$ cat src/hw/rtl/assert_macros.svh
// Assertion helpers shared by the RTL modules.
// All checks sample on aclk and are off while aresetn is low.
`ifndef ASSERT_MACROS_SVH
`define ASSERT_MACROS_SVH

// Same-cycle implication.
`define SDP_ASSERT_IMP(label, ante, cons, msg) \
    label: assert property (@(posedge aclk) disable iff (!aresetn) (ante) |-> (cons)) \
        else $error(msg);

// Next-cycle implication.
`define SDP_ASSERT_NXT(label, ante, cons, msg) \
    label: assert property (@(posedge aclk) disable iff (!aresetn) (ante) |=> (cons)) \
        else $error(msg);

`endif

$ cat src/hw/rtl/sdp_pkg.sv
package sdp_pkg;

    localparam int TICKS_PER_SECOND = 1000000;
    localparam int MIN_SPEED        = 100;
    localparam int MAX_SPEED        = 5000;
    localparam int COUNT_BITS       = 16;
    localparam int SPEED_BITS       = 16;
    localparam int PERIOD_BITS      = 14;
    localparam int PERIOD_MAX       = (1 << PERIOD_BITS) - 1;
    localparam int LOW_RESET        = 100;
    localparam int HIGH_TICKS       = 2;
    localparam int SETTLE_TICKS     = 5;

    // Restoring divider geometry: dividend bits, divisor bits, bit counter.
    localparam int TICKS_BITS   = $clog2(TICKS_PER_SECOND + 1);
    localparam int DIVR_BITS    = $clog2(MAX_SPEED + 1);
    localparam int DIV_CNT_BITS = $clog2(TICKS_BITS);
    localparam logic [TICKS_BITS-1:0] TICKS_VEC = TICKS_BITS'(TICKS_PER_SECOND);

    localparam logic FUNC_TICK = 1'b0;
    localparam logic FUNC_RUN  = 1'b1;

    typedef enum logic [1:0] {
        PH_IDLE,
        PH_SETTLE,
        PH_HIGH,
        PH_LOW
    } phase_t;

    typedef struct packed {
        logic load_run;
        logic load_high;
        logic load_low;
        logic dec_timer;
        logic dec_steps;
    } sdp_cmd_t;

    typedef struct packed {
        logic timer_last;
        logic steps_last;
    } sdp_stat_t;

    typedef struct packed {
        logic step_level;
        logic busy_res;
        logic rejected;
        logic run_done;
    } sdp_res_t;

endpackage

$ cat src/hw/rtl/step_dir_pulse_generator.sv
// Step/direction pulse generator for a stepper motor.
// Slave stream: s_tuser selects the transaction kind (0 = one microsecond
// tick, 1 = run command); s_tdata carries the signed step count for a run.
// Master stream: one result per accepted transaction with the step and
// direction pin levels, busy and rejected flags; m_tlast marks the tick that
// ends the last low time of a run.
// A run with a nonzero count taken while idle sets direction and waits 5
// ticks, then emits |count| pulses of 2 ticks high and the programmed low
// time. A run while busy is flagged rejected. The speed register (cfg_wr_en/
// cfg_wr_data) is clamped to 100..5000 steps/s and the low time is
// 1000000/speed ticks. Throughput: one transaction per cycle while s_tready
// is high. The result is registered and valid in the cycle after acceptance.
// A speed write runs a one-bit-per-cycle restoring divider, then loads the
// low time; s_tready is low meanwhile. When the receiver stalls, the result
// holds and s_tready drops until it is taken. Reset returns to idle,
// direction 0, low time 100 ticks, and clears any pending result and division.
module step_dir_pulse_generator
    import sdp_pkg::*;
(
    input  logic                  aclk,
    input  logic                  aresetn,
    input  logic                  cfg_wr_en,
    input  logic [SPEED_BITS-1:0] cfg_wr_data,
    input  logic                  s_tvalid,
    output logic                  s_tready,
    input  logic [15:0]           s_tdata,   // [15:0] step_count
    input  logic                  s_tuser,   // [0] func
    output logic                  m_tvalid,
    input  logic                  m_tready,
    output logic [7:0]            m_tdata,   // [0] step_level, [1] dir_level,
                                             // [2] busy_res, [3] rejected, [7:4] zero
    output logic                  m_tlast    // run_done
);

    sdp_cmd_t  cmd;
    sdp_stat_t stat;
    sdp_res_t  res;
    logic      item_fire;
    logic      dir_next;
    logic      div_busy;
    logic      m_valid_reg, m_valid_next;
    logic [3:0] m_data_reg;
    logic      m_last_reg;

    assign s_tready  = !div_busy && (!m_valid_reg || m_tready);
    assign item_fire = s_tvalid && s_tready;

    sdp_ctrl u_ctrl (
        .aclk          (aclk),
        .aresetn       (aresetn),
        .item_fire     (item_fire),
        .func          (s_tuser),
        .count_nonzero (s_tdata != '0),
        .stat          (stat),
        .cmd           (cmd),
        .res           (res)
    );

    sdp_datapath u_datapath (
        .aclk        (aclk),
        .aresetn     (aresetn),
        .cfg_wr_en   (cfg_wr_en),
        .cfg_wr_data (cfg_wr_data),
        .step_count  (signed'(s_tdata[COUNT_BITS-1:0])),
        .cmd         (cmd),
        .stat        (stat),
        .dir_next    (dir_next),
        .div_busy    (div_busy)
    );

    always_comb begin
        m_valid_next = m_valid_reg;
        if (item_fire) begin
            m_valid_next = 1'b1;
        end else if (m_tready) begin
            m_valid_next = 1'b0;
        end
    end

    always_ff @(posedge aclk) begin
        if (!aresetn) begin
            m_valid_reg <= 1'b0;
        end else begin
            m_valid_reg <= m_valid_next;
        end
        if (item_fire) begin
            m_data_reg <= {res.rejected, res.busy_res, dir_next, res.step_level};
            m_last_reg <= res.run_done;
        end
    end

    assign m_tvalid = m_valid_reg;
    assign m_tdata  = {4'b0000, m_data_reg};
    assign m_tlast  = m_last_reg;

endmodule

$ cat src/hw/rtl/sdp_div.sv
`include "assert_macros.svh"

module sdp_div
    import sdp_pkg::*;
(
    input  logic                  aclk,
    input  logic                  aresetn,
    input  logic                  start,
    input  logic [SPEED_BITS-1:0] speed,
    output logic                  busy,
    output logic                  done,
    output logic [TICKS_BITS-1:0] quotient
);

    logic                    busy_reg, busy_next;
    logic                    done_reg, done_next;
    logic [DIV_CNT_BITS-1:0] cnt_reg, cnt_next;
    logic [DIVR_BITS-1:0]    div_reg, div_next;
    logic [DIVR_BITS-1:0]    rem_reg, rem_next;
    logic [TICKS_BITS-1:0]   quo_reg, quo_next;
    logic [DIVR_BITS-1:0]    clamped;
    logic [DIVR_BITS:0]      shifted;
    logic [DIVR_BITS:0]      diff;
    logic                    ge;

    always_comb begin
        if (speed < SPEED_BITS'(MIN_SPEED)) begin
            clamped = DIVR_BITS'(MIN_SPEED);
        end else if (speed > SPEED_BITS'(MAX_SPEED)) begin
            clamped = DIVR_BITS'(MAX_SPEED);
        end else begin
            clamped = speed[DIVR_BITS-1:0];
        end
    end

    // One quotient bit per cycle, dividend bits taken from the top down.
    assign shifted = {rem_reg, TICKS_VEC[cnt_reg]};
    assign diff    = shifted - {1'b0, div_reg};
    assign ge      = (shifted >= {1'b0, div_reg});

    always_comb begin
        busy_next = busy_reg;
        done_next = 1'b0;
        cnt_next  = cnt_reg;
        div_next  = div_reg;
        rem_next  = rem_reg;
        quo_next  = quo_reg;
        if (start) begin
            busy_next = 1'b1;
            cnt_next  = DIV_CNT_BITS'(TICKS_BITS - 1);
            div_next  = clamped;
            rem_next  = '0;
            quo_next  = '0;
        end else if (busy_reg) begin
            rem_next = ge ? diff[DIVR_BITS-1:0] : shifted[DIVR_BITS-1:0];
            quo_next = {quo_reg[TICKS_BITS-2:0], ge};
            if (cnt_reg == '0) begin
                busy_next = 1'b0;
                done_next = 1'b1;
            end else begin
                cnt_next = cnt_reg - 1'b1;
            end
        end
    end

    always_ff @(posedge aclk) begin
        if (!aresetn) begin
            busy_reg <= 1'b0;
            done_reg <= 1'b0;
        end else begin
            busy_reg <= busy_next;
            done_reg <= done_next;
        end
        cnt_reg <= cnt_next;
        div_reg <= div_next;
        rem_reg <= rem_next;
        quo_reg <= quo_next;
    end

    // Stay busy through the load cycle so no item sees the old low time.
    assign busy     = busy_reg || done_reg;
    assign done     = done_reg;
    assign quotient = quo_reg;

    `SDP_ASSERT_NXT(a_div_done_idle, done_reg, !busy_reg || $past(start), "divider busy after done")

endmodule

$ cat src/hw/rtl/sdp_datapath.sv
`include "assert_macros.svh"

module sdp_datapath
    import sdp_pkg::*;
(
    input  logic                         aclk,
    input  logic                         aresetn,
    input  logic                         cfg_wr_en,
    input  logic [SPEED_BITS-1:0]        cfg_wr_data,
    input  logic signed [COUNT_BITS-1:0] step_count,
    input  sdp_cmd_t                     cmd,
    output sdp_stat_t                    stat,
    output logic                         dir_next,
    output logic                         div_busy
);

    logic [PERIOD_BITS-1:0] low_period_reg, low_period_next;
    logic [PERIOD_BITS-1:0] timer_reg, timer_next;
    logic [COUNT_BITS-1:0]  steps_reg, steps_next;
    logic                   dir_reg;
    logic                   div_done;
    logic [TICKS_BITS-1:0]  quotient;
    logic [COUNT_BITS-1:0]  magnitude;

    sdp_div u_div (
        .aclk     (aclk),
        .aresetn  (aresetn),
        .start    (cfg_wr_en),
        .speed    (cfg_wr_data),
        .busy     (div_busy),
        .done     (div_done),
        .quotient (quotient)
    );

    // Saturate the quotient to the timer width and never store zero.
    always_comb begin
        low_period_next = low_period_reg;
        if (div_done) begin
            if (quotient > TICKS_BITS'(PERIOD_MAX)) begin
                low_period_next = PERIOD_BITS'(PERIOD_MAX);
            end else if (quotient == '0) begin
                low_period_next = PERIOD_BITS'(1);
            end else begin
                low_period_next = quotient[PERIOD_BITS-1:0];
            end
        end
    end

    // Most negative count wraps to its own bit pattern, which is the right magnitude.
    assign magnitude = step_count[COUNT_BITS-1] ? (~step_count + 1'b1) : step_count;

    always_comb begin
        priority if (cmd.load_run) begin
            timer_next = PERIOD_BITS'(SETTLE_TICKS);
        end else if (cmd.load_high) begin
            timer_next = PERIOD_BITS'(HIGH_TICKS);
        end else if (cmd.load_low) begin
            timer_next = low_period_reg;
        end else if (cmd.dec_timer && timer_reg != '0) begin
            timer_next = timer_reg - 1'b1;
        end else begin
            timer_next = timer_reg;
        end
    end

    always_comb begin
        priority if (cmd.load_run) begin
            steps_next = magnitude;
        end else if (cmd.dec_steps && steps_reg != '0) begin
            steps_next = steps_reg - 1'b1;
        end else begin
            steps_next = steps_reg;
        end
    end

    assign dir_next = cmd.load_run ? !step_count[COUNT_BITS-1] : dir_reg;

    assign stat.timer_last = (timer_reg <= PERIOD_BITS'(1));
    assign stat.steps_last = (steps_reg <= COUNT_BITS'(1));

    always_ff @(posedge aclk) begin
        if (!aresetn) begin
            low_period_reg <= PERIOD_BITS'(LOW_RESET);
            timer_reg      <= '0;
            steps_reg      <= '0;
            dir_reg        <= 1'b0;
        end else begin
            low_period_reg <= low_period_next;
            timer_reg      <= timer_next;
            steps_reg      <= steps_next;
            dir_reg        <= dir_next;
        end
    end

    `SDP_ASSERT_NXT(a_period_nonzero, div_done, low_period_reg != '0, "low period loaded as zero")

endmodule

$ cat src/hw/rtl/sdp_ctrl.sv
`include "assert_macros.svh"

module sdp_ctrl
    import sdp_pkg::*;
(
    input  logic      aclk,
    input  logic      aresetn,
    input  logic      item_fire,
    input  logic      func,
    input  logic      count_nonzero,
    input  sdp_stat_t stat,
    output sdp_cmd_t  cmd,
    output sdp_res_t  res
);

    phase_t state_reg, state_next;
    logic   is_run;
    logic   is_tick;
    logic   expire;

    assign is_run  = item_fire && (func == FUNC_RUN);
    assign is_tick = item_fire && (func == FUNC_TICK);
    assign expire  = is_tick && stat.timer_last;

    always_comb begin
        state_next = state_reg;
        unique case (state_reg)
            PH_IDLE: begin
                if (is_run && count_nonzero) state_next = PH_SETTLE;
            end
            PH_SETTLE: begin
                if (expire) state_next = PH_HIGH;
            end
            PH_HIGH: begin
                if (expire) state_next = PH_LOW;
            end
            PH_LOW: begin
                if (expire) state_next = stat.steps_last ? PH_IDLE : PH_HIGH;
            end
            default: state_next = PH_IDLE;
        endcase
    end

    always_comb begin
        cmd          = '0;
        res.rejected = is_run && (state_reg != PH_IDLE);
        res.run_done = 1'b0;
        unique case (state_reg)
            PH_IDLE: begin
                cmd.load_run = is_run && count_nonzero;
            end
            PH_SETTLE: begin
                cmd.dec_timer = is_tick;
                cmd.load_high = expire;
            end
            PH_HIGH: begin
                cmd.dec_timer = is_tick;
                cmd.load_low  = expire;
            end
            PH_LOW: begin
                cmd.dec_timer = is_tick;
                cmd.dec_steps = expire;
                cmd.load_high = expire && !stat.steps_last;
                res.run_done  = expire && stat.steps_last;
            end
            default: cmd = '0;
        endcase
        res.step_level = (state_next == PH_HIGH);
        res.busy_res   = (state_next != PH_IDLE);
    end

    always_ff @(posedge aclk) begin
        if (!aresetn) begin
            state_reg <= PH_IDLE;
        end else begin
            state_reg <= state_next;
        end
    end

    `SDP_ASSERT_NXT(a_done_idle, res.run_done, state_reg == PH_IDLE, "run done but not idle")
    `SDP_ASSERT_IMP(a_start_by_run,
        (state_reg == PH_SETTLE) && ($past(state_reg) == PH_IDLE),
        $past(is_run && count_nonzero), "run started without a run command")

endmodule

$ cat config.mk
export PLATFORM = sky130hd
export DESIGN_NAME = step_dir_pulse_generator
export DESIGN_NICKNAME = d
export VERILOG_FILES = /design/src/hw/rtl/sdp_pkg.sv /design/src/hw/rtl/step_dir_pulse_generator.sv /design/src/hw/rtl/sdp_div.sv /design/src/hw/rtl/sdp_datapath.sv /design/src/hw/rtl/sdp_ctrl.sv
export VERILOG_INCLUDE_DIRS = /design/src /design/src/hw/rtl
export SDC_FILE = /design/constraint.sdc
export NUM_CORES = 1
export LEC_CHECK = 0
export BUFFER_PORTS_ARGS = -buffer_cell sky130_fd_sc_hd__buf_2
export CORE_MARGIN = 5
export CORE_UTILIZATION = 60
export DETAILED_ROUTE_END_ITERATION = 12
export GPL_TIMING_DRIVEN = 0
export PLACE_DENSITY = 0.8
export SLEW_MARGIN = 20
export SYNTH_ARGS = -nofsm -noshare
export SYNTH_HDL_FRONTEND = slang
export SYNTH_SLANG_ARGS = --single-unit
export TNS_END_PERCENT = 1
$ cat constraint.sdc
create_clock -name aclk -period 3.25 [get_ports aclk]
set_clock_uncertainty 0.05 [all_clocks]
set_input_delay 0.325 -clock aclk [delete_from_list [all_inputs] [get_ports aclk]]
set_output_delay 0.325 -clock aclk [all_outputs]
set_load 0.005 [all_outputs]
* After elaboration in Yosys (flattened, before gate mapping)
Memories as Yosys holds them, arrays and structs flattened. A register that Yosys moved wholly into a read port is not among the register bits.
Index checks and enable logic that the tools add are counted.
** Word-level totals
- Memory bits (read-only) :: 32
- Register bits after elaboration :: 106
- Input port bits :: 38
- Output and inout bits :: 11
- Word-level logic and storage cells :: 107
- Memories kept :: 1
** Memories
- (name not given) :: words 32, bits a word 1, read ports 1, clocked after memory_dff 1, write ports 0, line sdp_div.sv:37 : assign shifted = {rem_reg, TICKS_VEC[cnt_reg]};
** Operators by class
- $lt $le $gt $ge :: 7
- Reductions and logical operators :: 36
- Equality and inequality tests :: 4
- Multiplexer cells :: 32
- Bitwise gates (word level) :: 5
- Add/subtract/negate cells :: 5
** Operator list (count)
- 14-bit 2-to-1 mux :: 4
- 16-bit 2-to-1 mux :: 3
- 16-bit nonzero test :: 2
- 13-bit 2-to-1 mux :: 2
- 20-bit by 14-bit > comparator with 1-bit output (second input constant) :: 1
- 20-bit logical NOT :: 1
- 16-bit by 1-bit adder with 16-bit output (second input constant) :: 1
- 16-bit by 13-bit > comparator with 1-bit output (second input constant) :: 1
- 16-bit by 1-bit less-or-equal comparator with 1-bit output (second input constant) :: 1
- 16-bit by 7-bit < comparator with 1-bit output (second input constant) :: 1
- 16-bit inverter :: 1
- 16-bit by 1-bit subtractor with 16-bit output (second input constant) :: 1
- 14-bit by 13-bit greater-or-equal comparator with 1-bit output :: 1
- 14-bit by 1-bit less-or-equal comparator with 1-bit output (second input constant) :: 1
- 14-bit nonzero test :: 1
- 14-bit by 1-bit subtractor with 14-bit output (second input constant) :: 1
- 13-bit subtractor :: 1
- 1-bit 2-to-1 mux :: 12
- 1-bit logical AND :: 11
- 2-bit 2-to-1 mux :: 5
- 5-bit 2-to-1 mux :: 2
- 2-bit nonzero test :: 5
- 3-bit OR reduction :: 3
- 2-bit case mux with 4 select lines :: 1
- 15 further kinds :: 26

* Depth between registers and ports, before layout
- Depth in word-level cells :: 11
- Mapped depth :: 10

* Cells and area by module
A second synthesis with hierarchy kept.
** Second synthesis, totals
- Cell total of the unflattened synthesis :: 695
- Area total of the unflattened synthesis :: 6102.1 µm²
** By module, submodules not included
- sdp_div :: cells an instance 308, times used 1, sequential area each 1211.2 µm², area an instance 2902.8 µm²
- sdp_datapath :: cells an instance 341, times used 1, sequential area each 900.9 µm², area an instance 2745.1 µm²
- step_dir_pulse_generator :: cells an instance 21, times used 1, sequential area each 170.2 µm², area an instance 266.5 µm²
- sdp_ctrl :: cells an instance 25, times used 1, sequential area each 40.0 µm², area an instance 187.7 µm²

* Worst setup path before layout
No wires, ideal clock.
- Path type :: reg2reg
- Start point :: reg u_datapath.u_div.busy_reg
- End point :: reg u_datapath.steps_reg[7]
- Period minus slack after synthesis :: 2486 ps
- Path slack :: 764 ps
- Stages on the path, launching flop included :: 7
- Arrival :: 2314 ps
- Cells stage by stage :: dfxtp_1 or2_1 or4b_4 nor4_4 nand3_1 o41a_1 o311a_1
** On the way
- Longest elaborated chain between the ends :: 9
** Ends and longest elaborated chain
- from (decl) :: line sdp_div.sv:15 : logic busy_reg, busy_next;
- from (signal assigned) :: line sdp_div.sv:71 : busy_reg <= busy_next;
- 1-bit logical OR (*) :: line sdp_div.sv:81 : assign busy = busy_reg || done_reg;
- 1-bit logical NOT (*) :: line step_dir_pulse_generator.sv:45 : assign s_tready = !div_busy && (!m_valid_reg || m_tready);
- 1-bit logical AND (*) :: line step_dir_pulse_generator.sv:45
- 1-bit logical AND (*) :: line step_dir_pulse_generator.sv:46 : assign item_fire = s_tvalid && s_tready;
- 1-bit logical AND :: line sdp_ctrl.sv:22 : assign is_tick = item_fire && (func == FUNC_TICK);
- 1-bit logical AND :: line sdp_ctrl.sv:23 : assign expire = is_tick && stat.timer_last;
- 1-bit 2-to-1 mux :: line sdp_ctrl.sv:48 : unique case (state_reg)
- 1-bit logical AND :: line sdp_datapath.sv:69 : end else if (cmd.dec_steps && steps_reg != '0) begin
- 2-bit nonzero test (no line)
- to (signal assigned) :: line sdp_datapath.sv:90 : steps_reg <= steps_next;
- to (decl) :: line sdp_datapath.sv:19 : logic [COUNT_BITS-1:0] steps_reg, steps_next;
Mark *: on every way between the ends. The rest lies on a longest branch, timed or not.
A chain may end at the register's enable or synchronous reset.

* Worst setup path in the final report
- Start point :: reg u_datapath.u_div.div_reg[0]
- End point :: reg u_datapath.u_div.rem_reg[4]
** On the way
- Longest elaborated chain between the ends :: 2
** Ends and longest elaborated chain
- from (decl) :: line sdp_div.sv:18 : logic [DIVR_BITS-1:0] div_reg, div_next;
- from (signal assigned) :: line sdp_div.sv:75 : div_reg <= div_next;
- 13-bit subtractor / 14-bit by 13-bit greater-or-equal comparator with 1-bit output (equally long branches) :: line sdp_div.sv:38, sdp_div.sv:39
- 13-bit 2-to-1 mux (*) :: line sdp_div.sv:55 : rem_next = ge ? diff[DIVR_BITS-1:0] : shifted[DIVR_BITS-1:0];
- to (signal assigned) :: line sdp_div.sv:76 : rem_reg <= rem_next;
- to (decl) :: line sdp_div.sv:19 : logic [DIVR_BITS-1:0] rem_reg, rem_next;
Marks and branches as above.

==> reports/qor_table.md <==
| Item | Reported |
| --- | --- |
| Run status | complete, no violations |
| Share of synthesized area occupied by flip-flops and latches | 38.4% |
| Total of flip-flops plus latches after synthesis | 107 |
| Grt total ovfl | 0 |
| Count of clock tree sinks | 107 |
| Count of antenna diodes in the layout | 0 |
| Total number of vias | 5,462 |
| Number of flip-flops under the largest register name | 20 |
| Number of design rule violations left after detail routing | 0 |
| LEAKAGE | 0.00270 uW |
| Drt initial violations | 372 |
| Kind of end point of the critical path | flop |
| Category of the worst setup path launch point | flop |
| Unrepaired setup endpoints after global routing | false |
| Number of distinct library cells after synthesis | 67 |
| Final hold vios | 0 |
| Initial antenna violation count | 0 |
| Number of setup violations in the final report | 0 |
| Avg WL per Cell | 16.0 um |
| Layout fillers | 851 |
| Overall power after layout | 2890 uW |
| Achievable frequency | 329 MHz |
| Synthesis-to-layout area growth | 10.2% |
| Type of the tightest min-delay check | input port to flop |
| Core box area | 9820 sq um |
| I/O pin total | 49 |
| Number of buffers on the longest clock path | 2 |
| First-pass GRT wire length | 24.0 mm |
| Global routing usage summed across all routing layers | 24.8% |
| Leading cell types by total area after synthesis | dfxtp_1 (29%), edfxtp_1 (8.9%), nor2_1 (5.3%) |
| Final min period | 3.04 ns |
| Placer Congestion | 0.954 |
| Mean instance size in the synthesized netlist | 8.54 sq um |
| Via count of the first global-routing pass | 5,099 |
| Global routing met3 resource utilization | 3.55% |
| Critical path type | flop to flop |
| Pins Over Slew Limit | 0 |
| Number of maximum-capacitance violations | 0 |
| H-tree depth | 3 |
| Total CTS buffers | 9 |
| Post-route design area | 6660 sq um |
| Die width | 110 um |
| Total iterations of the first detailed-routing run | 5 |
| # Post-CTS Setup Buffers | 0 |
| Cell Rows | 36 |
| Peak supply drop | 280 uV |
| TritonCTS clock tree | yes |
| Yosys top cell area share | 29.5% |
| Transition time at the pin with the least slew margin | 0.824 ns |
| DP Wirelength | 10.9 mm |
| Cts hold-fix bufs | 0 |
| CP Max Fanout | 10 |
| Worst EP required | 3.48 ns |
| Height of the chip | 110 um |
| Power density cells | 435 nW/um^2 |
| Clk Latency, worst-skew pair | 0.38 ns |
| Worst slew margin relative to its limit | 45.0% |
| Number of nets still failing antenna checks after routing | 0 |
| Final period utilization | 93.6% |
| Peak-usage layer in the global routing report | met2 |
| Clock edge transition at the registers on the reported setup and hold paths | 0.10 ns |
| Number of flops mapped to enable cells by yosys | 18 |
| Share of async-settable or async-resettable flops after synthesis | 0% |
| Post-place instance area | 6450 sq um |
| Final Hold Slack | 0.185 ns |
| Library cell occupying the most area in the post-synthesis netlist | dfxtp_1 |
| Starting density of the core | 61.5% |
| Data arrival time at the worst-slack endpoint | 3.27 ns |
| Maximum number of pins on one net before global-route repair | 19 |
| # resized after CTS | 0 |
| Number of buffers inserted by port buffering | 43 |
| Root buffer cell | clkbuf_8 |
| GR Layer Usage met2 | 37.5% |
| Final-stage net count | 823 |
| Total negative setup slack | 0 ns |
| Leading cell type in the layout, fill and taps excluded | dfxtp_1 |
| Met1 routing resource usage after global routing | 35.7% |
| Average vias per placed instance | 6.05 |
| Top library cells by usage in the layout, fill and taps aside | dfxtp_1 (89), nor2_1 (85), nand2_1 (54) |
| Total length of routed wires | 14.5 mm |
| Mapped Area | 6040 sq um |
| Final standard cell utilization of the core | 67.8% |
| Area enclosed by the die boundary | 12,200 sq um |
| Synthesized instance count | 708 |
| Yosys warning total | 0 |
| Layout cells sized above 1 | 10.8% |
| Main synth FF type | dfxtp_1 |
[per-stage QoR]
step                cells  setup slack [ns]
floorplan             711             0.764
CTS                   903             0.262
finish                903             0.209
global route          903            0.0478
global placement      887             0.285
detailed placement    887             0.254
[report_power, final]
part	total, uW	leakage, uW	internal (uW)	switching, uW
clock	857	0.000109	387	470
combinational	593	0.00169	237	357
sequential	1440	0.000899	1400	42.6
[worst max-delay path: stages (launching register included)]
cell and delay (ns):
edfxtp_1 0.42, ha_1 0.25, fa_1 0.42, nor2b_1 0.23
o2111ai_1 0.15, a21oi_1 0.32, a21o_1 0.28, clkbuf_1 0.43
nand2_1 0.11, a311oi_1 0.28
[path summary, 6_finish.rpt]
| check | start | endpoint | slack, ns | depth (start not counted) |
|---|---|---|---|---|
| min reg2reg | u_datapath.u_div.cnt_reg[4] | u_datapath.u_div.done | 0.42 | 1 |
| min | cfg_wr_data[1] | u_datapath.u_div.div_reg[1] | 0.19 | 2 |
| max | u_datapath.u_div.div_reg[0] | u_datapath.u_div.rem_reg[4] | 0.21 | 9 |
| max reg2reg | u_datapath.u_div.div_reg[0] | u_datapath.u_div.rem_reg[4] | 0.21 | 9 |
[metal layers]
| metal | vias up | share of wire [%] |
|---|---|---|
| met3 | 35 | 7.2 |
| met2 | 199 | 43 |
| met4 | 0 | 2.5 |
| met1 | 2541 | 47 |
| met5 | - | 0 |
| li1 | 2687 | - |
[logic make-up after synthesis]
kind of cell               count (synthesis)  synth area share, %
DFF                                      107                 38.4
AOI/OAI and AO/OA                        158                 18.0
adders and majority gates                 20                 4.27
muxes                                     23                 3.83
xor gates and xnor gates                  44                 6.38
other                                      1               0.0621
buffers and inverters                     75                 4.95
and+or+nand+nor                          280                 24.1
[cell type report]
cell class / count / area [sq um] / area share, %
Clock inverter: 6 / 72.6 / 1.09
Tap cell: 133 / 166 / 2.50
Multi-Input combinational cell: 529 / 3440 / 51.7
Inverter: 36 / 135 / 2.03
Clock buffer: 10 / 138 / 2.07
Sequential cell: 107 / 2320 / 34.9
Timing Repair Buffer: 43 / 215 / 3.23
Buffer: 39 / 164 / 2.46
[cells in the mapped netlist (all sizes together) (9+ instances only)]
library cell and instances:
nand4 11, clkbuf 32, a311oi 9, nand3 20, nor4 21, xnor2 25, dfxtp 89, xor2 19
a211oi 10, inv 34, ha 19, or4 11, edfxtp 18, mux2i 22, nor3 12, o21ai 35
nand2b 9, and2 9, a21oi 34, nand2 54, nor2 85
Power figures use the tool's default switching activity.
